--- config.mk ---
export PLATFORM = sky130hd
export DESIGN_NAME = c_escape_decoder
export DESIGN_NICKNAME = d
export VERILOG_FILES = /design/src/rtl/cesc_pkg.sv /design/src/rtl/cesc_front.sv /design/src/rtl/cesc_queue.sv /design/src/rtl/cesc_back.sv /design/src/rtl/c_escape_decoder.sv
export SDC_FILE = /design/constraint.sdc
export NUM_CORES = 1
export LEC_CHECK = 0
export BUFFER_PORTS_ARGS = -buffer_cell sky130_fd_sc_hd__buf_2
export CAP_MARGIN = 20
export CORE_ASPECT_RATIO = 1.5
export CORE_MARGIN = 2
export CORE_UTILIZATION = 62
export DETAILED_ROUTE_END_ITERATION = 7
export PLACE_DENSITY = 0.88
export SLEW_MARGIN = 20
export SYNTH_ARGS = -nofsm -noshare
export SYNTH_HDL_FRONTEND = slang
export SYNTH_HIERARCHICAL = 1
export SYNTH_SLANG_ARGS = --single-unit
--- constraint.sdc ---
create_clock -name clk -period 7.85 [get_ports clk]
set_clock_uncertainty 0.1 [all_clocks]
set_input_delay 0.785 -clock clk [delete_from_list [all_inputs] [get_ports clk]]
set_output_delay 0.785 -clock clk [all_outputs]
set_load 0.02 [all_outputs]
--- src/rtl/cesc_pkg.sv ---
`timescale 1ns / 1ps
`default_nettype none

package cesc_pkg;

	// Character codes
	localparam logic [7:0] CH_BACKSLASH = 8'h5C;
	localparam logic [7:0] CH_OPEN      = 8'h28;
	localparam logic [7:0] CH_CLOSE     = 8'h29;
	localparam logic [7:0] CH_LOWER_R   = 8'h72;
	localparam logic [7:0] CH_LOWER_N   = 8'h6E;
	localparam logic [7:0] CH_LOWER_T   = 8'h74;
	localparam logic [7:0] CH_CR        = 8'h0D;
	localparam logic [7:0] CH_LF        = 8'h0A;
	localparam logic [7:0] CH_TAB       = 8'h09;
	localparam logic [7:0] CH_ZERO      = 8'h30;
	localparam logic [7:0] CH_NINE      = 8'h39;
	localparam logic [7:0] CH_LOWER_A   = 8'h61;
	localparam logic [7:0] CH_LOWER_F   = 8'h66;
	localparam logic [7:0] CH_UPPER_A   = 8'h41;
	localparam logic [7:0] CH_UPPER_F   = 8'h46;

	// Most words one input byte can produce
	localparam int CMD_BYTES = 5;
	localparam int CNT_W     = $clog2(CMD_BYTES + 1);

	// Escape parser state
	typedef enum logic [2:0] {
		PH_IDLE = 3'd0,
		PH_BS   = 3'd1,
		PH_OPEN = 3'd2,
		PH_HEX1 = 3'd3,
		PH_HEX2 = 3'd4
	} phase_t;

	// Burst of output words decided for one input byte; last flags the string's end
	typedef struct packed {
		logic [CNT_W-1:0]              cnt;
		logic                          last;
		logic [CMD_BYTES-1:0][7:0]     bytes;
	} cmd_t;

	function automatic logic hex_ok(input logic [7:0] c);
		return (c >= CH_ZERO && c <= CH_NINE) ||
		       (c >= CH_LOWER_A && c <= CH_LOWER_F) ||
		       (c >= CH_UPPER_A && c <= CH_UPPER_F);
	endfunction

	function automatic logic [3:0] hex_val(input logic [7:0] c);
		logic [7:0] v;
		v = 8'd0;
		if (c >= CH_ZERO && c <= CH_NINE) begin
			v = c - CH_ZERO;
		end else if (c >= CH_LOWER_A && c <= CH_LOWER_F) begin
			v = c - CH_LOWER_A + 8'd10;
		end else if (c >= CH_UPPER_A && c <= CH_UPPER_F) begin
			v = c - CH_UPPER_A + 8'd10;
		end
		return v[3:0];
	endfunction

endpackage

`default_nettype wire

--- src/rtl/cesc_front.sv ---
`timescale 1ns / 1ps
`default_nettype none

module cesc_front (
	input  wire logic          clk,
	input  wire logic          arst_n,
	input  wire logic          push,
	output logic               full,
	input  wire logic [7:0]    in_byte,
	input  wire logic          in_last,
	output logic               cmd_push,
	output cesc_pkg::cmd_t     cmd,
	input  wire logic          cmd_full
);
	import cesc_pkg::*;

	phase_t     phase_q, phase_d;
	logic [7:0] hex1_q, hex2_q;
	logic       accept;
	logic       is_hex;
	logic       is_bs;
	logic       is_map;
	logic [7:0] map_byte;
	phase_t     idle_next;
	logic       feed_idle;
	logic [2:0] pre_n;

	assign full   = cmd_full;
	assign accept = push && !cmd_full;

	// Byte classification
	assign is_hex = hex_ok(in_byte);
	assign is_bs  = (in_byte == CH_BACKSLASH);
	always_comb begin
		is_map   = 1'b1;
		map_byte = CH_BACKSLASH;
		unique case (in_byte)
			CH_LOWER_R:   map_byte = CH_CR;
			CH_LOWER_N:   map_byte = CH_LF;
			CH_LOWER_T:   map_byte = CH_TAB;
			CH_BACKSLASH: map_byte = CH_BACKSLASH;
			default:      is_map   = 1'b0;
		endcase
	end

	// A byte seen from idle opens an escape only if a backslash not at end
	assign idle_next = (is_bs && !in_last) ? PH_BS : PH_IDLE;

	// Next state
	always_comb begin
		phase_d = PH_IDLE;
		unique case (phase_q)
			PH_BS: begin
				if (is_map) begin
					phase_d = PH_IDLE;
				end else if (in_byte == CH_OPEN) begin
					phase_d = in_last ? PH_IDLE : PH_OPEN;
				end else begin
					phase_d = idle_next;
				end
			end
			PH_OPEN: phase_d = (is_hex && !in_last) ? PH_HEX1 : idle_next;
			PH_HEX1: phase_d = (is_hex && !in_last) ? PH_HEX2 : idle_next;
			PH_HEX2: phase_d = (in_byte == CH_CLOSE) ? PH_IDLE : idle_next;
			default: phase_d = idle_next;
		endcase
	end

	// Output burst: literal prefix of a broken escape, then the byte replayed from idle
	always_comb begin
		cmd.cnt   = '0;
		cmd.last  = in_last;
		cmd.bytes = '0;
		pre_n     = 3'd0;
		feed_idle = 1'b0;
		unique case (phase_q)
			PH_BS: begin
				if (is_map) begin
					cmd.bytes[0] = map_byte;
					cmd.cnt      = CNT_W'(1);
				end else if (in_byte == CH_OPEN) begin
					if (in_last) begin
						cmd.bytes[0] = CH_BACKSLASH;
						cmd.bytes[1] = CH_OPEN;
						cmd.cnt      = CNT_W'(2);
					end
				end else begin
					cmd.bytes[0] = CH_BACKSLASH;
					pre_n        = 3'd1;
					feed_idle    = 1'b1;
				end
			end
			PH_OPEN: begin
				if (!(is_hex && !in_last)) begin
					cmd.bytes[0] = CH_BACKSLASH;
					cmd.bytes[1] = CH_OPEN;
					pre_n        = 3'd2;
					feed_idle    = 1'b1;
				end
			end
			PH_HEX1: begin
				if (!(is_hex && !in_last)) begin
					cmd.bytes[0] = CH_BACKSLASH;
					cmd.bytes[1] = CH_OPEN;
					cmd.bytes[2] = hex1_q;
					pre_n        = 3'd3;
					feed_idle    = 1'b1;
				end
			end
			PH_HEX2: begin
				if (in_byte == CH_CLOSE) begin
					cmd.bytes[0] = {hex_val(hex1_q), hex_val(hex2_q)};
					cmd.cnt      = CNT_W'(1);
				end else begin
					cmd.bytes[0] = CH_BACKSLASH;
					cmd.bytes[1] = CH_OPEN;
					cmd.bytes[2] = hex1_q;
					cmd.bytes[3] = hex2_q;
					pre_n        = 3'd4;
					feed_idle    = 1'b1;
				end
			end
			default: feed_idle = 1'b1;
		endcase
		if (feed_idle) begin
			if (!is_bs || in_last) begin
				cmd.bytes[pre_n] = in_byte;
				cmd.cnt          = CNT_W'(pre_n + 3'd1);
			end else begin
				cmd.cnt = CNT_W'(pre_n);
			end
		end
	end

	// Empty bursts are dropped here
	assign cmd_push = accept && (cmd.cnt != '0);

	always_ff @(posedge clk or negedge arst_n) begin
		if (!arst_n) begin
			phase_q <= PH_IDLE;
			hex1_q  <= 8'd0;
			hex2_q  <= 8'd0;
		end else if (accept) begin
			phase_q <= phase_d;
			if (phase_q == PH_OPEN) begin
				hex1_q <= in_byte;
			end
			if (phase_q == PH_HEX1) begin
				hex2_q <= in_byte;
			end
		end
	end

endmodule

`default_nettype wire

--- src/rtl/cesc_queue.sv ---
`timescale 1ns / 1ps
`default_nettype none

module cesc_queue (
	input  wire logic      clk,
	input  wire logic      arst_n,
	input  wire logic      push,
	input  cesc_pkg::cmd_t wdata,
	output logic           full,
	input  wire logic      pop,
	output cesc_pkg::cmd_t rdata,
	output logic           valid
);
	import cesc_pkg::*;

	// Two-slot queue: head is presented, tail catches a burst while head is held
	cmd_t head_q, tail_q;
	logic head_v_q, tail_v_q;
	logic do_push, do_pop;

	assign full    = tail_v_q;
	assign valid   = head_v_q;
	assign rdata   = head_q;
	assign do_push = push && !tail_v_q;
	assign do_pop  = pop && head_v_q;

	always_ff @(posedge clk or negedge arst_n) begin
		if (!arst_n) begin
			head_v_q <= 1'b0;
			tail_v_q <= 1'b0;
		end else begin
			if (do_pop && tail_v_q) begin
				tail_v_q <= 1'b0;
			end else if (do_pop) begin
				head_v_q <= do_push;
			end else if (do_push) begin
				if (head_v_q) begin
					tail_v_q <= 1'b1;
				end else begin
					head_v_q <= 1'b1;
				end
			end
		end
	end

	always_ff @(posedge clk) begin
		if (do_pop && tail_v_q) begin
			head_q <= tail_q;
		end else if (do_push && (!head_v_q || do_pop)) begin
			head_q <= wdata;
		end
		if (do_push && head_v_q && !do_pop) begin
			tail_q <= wdata;
		end
	end

endmodule

`default_nettype wire

--- src/rtl/cesc_back.sv ---
`timescale 1ns / 1ps
`default_nettype none

module cesc_back (
	input  wire logic       clk,
	input  wire logic       arst_n,
	input  wire logic       cmd_valid,
	input  cesc_pkg::cmd_t  cmd,
	output logic            cmd_pop,
	output logic            empty,
	input  wire logic       pop,
	output logic [7:0]      out_byte,
	output logic            out_last
);
	import cesc_pkg::*;

	logic [CNT_W-1:0]          cur_cnt_q;
	logic                      cur_last_q;
	logic [CMD_BYTES-1:0][7:0] cur_bytes_q;
	logic                      out_v_q;
	logic [7:0]                out_byte_q;
	logic                      out_last_q;
	logic                      out_free;
	logic                      advance;
	logic                      load;

	assign empty    = !out_v_q;
	assign out_byte = out_byte_q;
	assign out_last = out_last_q;

	// One word per cycle while popped; refill as a burst's last word leaves
	assign out_free = !out_v_q || pop;
	assign advance  = out_free && (cur_cnt_q != '0);
	assign load     = cmd_valid &&
	                  ((cur_cnt_q == '0) || ((cur_cnt_q == CNT_W'(1)) && advance));
	assign cmd_pop  = load;

	always_ff @(posedge clk or negedge arst_n) begin
		if (!arst_n) begin
			cur_cnt_q <= '0;
			out_v_q   <= 1'b0;
		end else begin
			if (load) begin
				cur_cnt_q <= cmd.cnt;
			end else if (advance) begin
				cur_cnt_q <= cur_cnt_q - CNT_W'(1);
			end
			if (advance) begin
				out_v_q <= 1'b1;
			end else if (out_free) begin
				out_v_q <= 1'b0;
			end
		end
	end

	// Burst payload shifts down one word per emitted word
	always_ff @(posedge clk) begin
		if (load) begin
			cur_last_q  <= cmd.last;
			cur_bytes_q <= cmd.bytes;
		end else if (advance) begin
			cur_bytes_q <= {8'd0, cur_bytes_q[CMD_BYTES-1:1]};
		end
		if (advance) begin
			out_byte_q <= cur_bytes_q[0];
			out_last_q <= cur_last_q && (cur_cnt_q == CNT_W'(1));
		end
	end

endmodule

`default_nettype wire

--- src/rtl/c_escape_decoder.sv ---
`timescale 1ns / 1ps
`default_nettype none

// Backslash-escape decoder for a byte stream marked with an end-of-string flag.
// Source bytes enter through push/full; decoded words leave through empty/pop,
// out_last set on the final word of each string. A parser front end turns each
// source byte into a burst of zero to five words (a broken escape replays its
// backslash and buffered bytes literally), a two-slot queue holds the bursts,
// and an emitter back end sends one word per cycle while the output is popped.
// Plain text runs at one byte per cycle while the output is popped; a byte
// yielding several words holds the emitter until its burst drains; the input
// backs up through the queue while bursts drain or the output is not popped.
// A word passes the queue head and the emitter's burst and output registers. A
// byte that opens or continues an escape produces nothing until it resolves.
module c_escape_decoder (
	input  wire logic       clk,
	input  wire logic       arst_n,
	input  wire logic       push,
	output logic            full,
	input  wire logic [7:0] in_byte,
	input  wire logic       in_last,
	output logic            empty,
	input  wire logic       pop,
	output logic [7:0]      out_byte,
	output logic            out_last
);
	import cesc_pkg::*;

	cmd_t f_cmd, q_cmd;
	logic f_push, q_full, q_valid, b_pop;

	cesc_front u_front (
		.clk      (clk),
		.arst_n   (arst_n),
		.push     (push),
		.full     (full),
		.in_byte  (in_byte),
		.in_last  (in_last),
		.cmd_push (f_push),
		.cmd      (f_cmd),
		.cmd_full (q_full)
	);

	cesc_queue u_queue (
		.clk    (clk),
		.arst_n (arst_n),
		.push   (f_push),
		.wdata  (f_cmd),
		.full   (q_full),
		.pop    (b_pop),
		.rdata  (q_cmd),
		.valid  (q_valid)
	);

	cesc_back u_back (
		.clk       (clk),
		.arst_n    (arst_n),
		.cmd_valid (q_valid),
		.cmd       (q_cmd),
		.cmd_pop   (b_pop),
		.empty     (empty),
		.pop       (pop),
		.out_byte  (out_byte),
		.out_last  (out_last)
	);

endmodule

`default_nettype wire
==> run_results.csv <==
group,metric,value,unit
outcome,status,"completed",
pwr,p_int,0.00209,W
clock_network,cts_resized,0,
timing,finalCritPeriodShare,0.567,
synth,synth_edf_count,138,
layout,post_route_cells_drive_above_1_share,0.289,
synth,yosysTopAreaCell,"edfxtp_1",
clock_network,clockBufferDepth,2,
timing,rsz0062_at_grt,"no",
worst_setup_path,r2r_end,"u_queue/tail_q[3]",
detailed_routing,viasPerCell,6.45,
clock_network,cts_hold_buf,0,
synth,syn_area,7860,um2
detailed_routing,drc,0,
timing,max_freq,224,MHz
synth,ys_seq_area_frac,0.607,
timing,hold_viol,0,
placement,place_hpwl,11.7,mm
die,rows,50,
worst_setup_path,cp-start-kind,"flip-flop",
worst_setup_path,crit_type,"reg -> reg",
synth,yosysWarnings,6,
grt,first_global_vias,4765,
clock_network,clk_latency,410,ps
clock_network,cts_root_buffer,"clkbuf_16",
die,die_w,95.9,um
worst_setup_path,worst-endpoint-required,7800,ps
synth,async_flop_share,0.153,
timing,setup-tns-final,0,ps
layout,n_fill_cell,805,
clock_network,clk_pin_slew_worst_paths,70,ps
worst_setup_path,r2r_start,"u_front/phase_q[0]",
layout,area_delta_synth_final,9.61,%
detailed_routing,vias,4602,
worst_setup_path,r2r_slack,3400,ps
layout,fin_nets,568,
synth,synth.top_cell.area_share,0.527,
grt,grt_pass1_wl,26.2,mm
detailed_routing,routed_wl,17.0,mm
layout,multi_input_area,2870,um2
worst_setup_path,cp.arrival,4410,ps
timing,period_needed,4450,ps
placement,gp_congestion,0.958,
grt,grt_overflow,0,
pwr,p_leak,3.45,nW
grt,grt_start_max_net_pins,45,
synth,synthTopCellsByArea,"edfxtp_1 53%, mux2_4 13%, dfrtp_1 8.0%",
timing,tightest_slew,1110,ps
pwr,switching_share,0.285,
layout,antennaDiodeCount,0,
die,die-area,13600,um2
timing,slew-limit-headroom,0.238,
pwr,p_total,0.00292,W
synth,synth.most_common_cell,"edfxtp_1",
worst_setup_path,crit_fanout,36,
detailed_routing,drt_iter0_markers,326,
synth,synth_common_cells,"138 x edfxtp_1, 66 x mux2_4, 28 x nand2_1",
placement,io_buffer_count,23,
detailed_routing,top_layer,"met4",
detailed_routing,dr.pass1.iters,5,
synth,synth.distinct_cells,67,
synth,syn_area_per_cell,15.0,um2
synth,synth_ff_type,"edfxtp_1",
placement,dp_slack,3120,ps
die,core,12400,um2
worst_setup_path,cp-end-kind,"flip-flop",
synth,synth-seq-cells,163,
detailed_routing,route.met3.wl,721,um
timing,slew_viol_final,0,
timing,setup_violations,0,
pwr,pwr-share-clk,0.271,
die,dieHeight,142,um
die,io_pins,24,
die,start_util,0.631,
synth,syn_inst,525,
detailed_routing,wire_per_inst,23.9,um
layout,final-seq-area,4770,um2
hold_path,hp-class,"in -> async",
clock_network,cts_setup_buffers,0,
pwr,seq_power_share,0.486,
timing,setup_ws,3400,ps
detailed_routing,drt-met1-wl,6.44,mm
detailed_routing,ant_nets,0,
grt,antenna_found_initial,0,
grt,grt_usage,0.266,
detailed_routing,wl_met2,8.91,mm
clock_network,numCtsBuffers,17,
pwr,switching_power,0.000832,W
synth,synth_fp_nets,548,
pwr,ir_worst_vdd,184,uV
pwr,pwr-share-comb,0.243,
worst_setup_path,r2r_cells,12,
job,drv_cap,0,
clock_network,clock_sinks,163,
clock_network,htreeDepth,4,
pwr,powerDensity,339,nW/um2
clock_network,cts_tree,"yes",
layout,fin_util,0.692,
-- layout make-up --
| cell class | count | area share |
|---|---|---|
| clock inverter | 14 | 0.0167 |
| timing repair buffer | 28 | 0.0177 |
| clock buffer | 18 | 0.0498 |
| tap | 156 | 0.0227 |
| inverter | 15 | 0.00653 |
| multi-input combinational | 320 | 0.333 |
| sequential | 163 | 0.554 |
-- power by group through the flow --
stage / sequential, W / clock [W] / combinational, W
after floorplan: 0.00144 / 0 / 0.000540
after global placement: 0.00141 / 0 / 0.000663
after detailed placement: 0.00143 / 0 / 0.000698
after CTS: 0.00143 / 0.000802 / 0.000711
after global routing: 0.00145 / 0.000835 / 0.000763
final: 0.00142 / 0.000792 / 0.000710
-- worst max-delay path by stage --
stage                                  start  slack (ps)                  to
after floorplan                   in_byte[2]        1430   u_queue/tail_q[0]
after CTS                 u_front/phase_q[0]        3520   u_queue/tail_q[3]
after global routing      u_front/phase_q[0]        3170   u_queue/tail_q[3]
after detailed placement          in_byte[4]        3120  u_queue/tail_q[39]
final                     u_front/phase_q[0]        3400   u_queue/tail_q[3]
after global placement            in_byte[4]        3290  u_queue/tail_q[37]
-- state kept, by name (all words and copies together), names as in the netlist --
signal and cells:
u_back/cur_bytes_q 40, u_back/cur_cnt_q 3, u_back/cur_last_q 1, u_back/out_byte 8
u_back/out_last 1, u_back/out_v_q 1, u_front/hex1_q 8, u_front/hex2_q 8
u_front/phase_q 3, u_queue/full 1, u_queue/rdata 44, u_queue/tail_q 44
u_queue/valid 1
-- per-stage QoR --
step	instance area, um2	cells	hold slack (ps)
after floorplan	7860	525	300
after global placement	8040	682	305
after global routing	8620	714	337
after detailed placement	8040	682	307
final	8620	714	308
after CTS	8620	714	311
-- worst max-delay path, cell delays in order, from the launching register on --
cell	delay (ps)
dfrtp_1	640
or3b_1	570
a41oi_2	360
nand3_2	170
nand2_4	130
ha_1	210
xor2_1	150
a2111oi_0	80
a211oi_1	240
o31a_1	180
nand2b_1	140
nor3_2	560
buf_4	530
-- cells in the final DEF (no fill, tap or decap), types with 9 or more instances in the layout --
cell type	netlist	layout
mux2_2	21	21
inv_1	14	14
o21ai_0	18	17
and2_1	11	11
a31oi_1	9	9
clkbuf_16	0	17
and3_1	12	12
buf_2	2	23
nor3_1	13	12
edfxtp_1	138	138
mux2_4	66	66
nor2_1	15	15
nand2_1	28	28
dfrtp_1	25	25
a22o_1	15	15
ha_1	10	10
-- kinds of logic (layout without fill, tap and decap cells) --
kind of cell    after synthesis  after routing  share of synthesized area
buf+inv                      42             75                     0.0326
xor+xnor                      8              8                    0.00891
fa+ha+maj                    10             10                     0.0159
mux                          90             90                      0.160
simple gates                134            134                      0.103
compound gates               78             78                     0.0731
flops                       163            163                      0.607
-- layer usage --
metal,up-vias,GRT usage
li1,2059,-
met1,2291,0.310
met2,188,0.453
met3,64,0.0483
met4,0,0.150
met5,-,0
No activity file was read; power rests on OpenSTA's default activity.
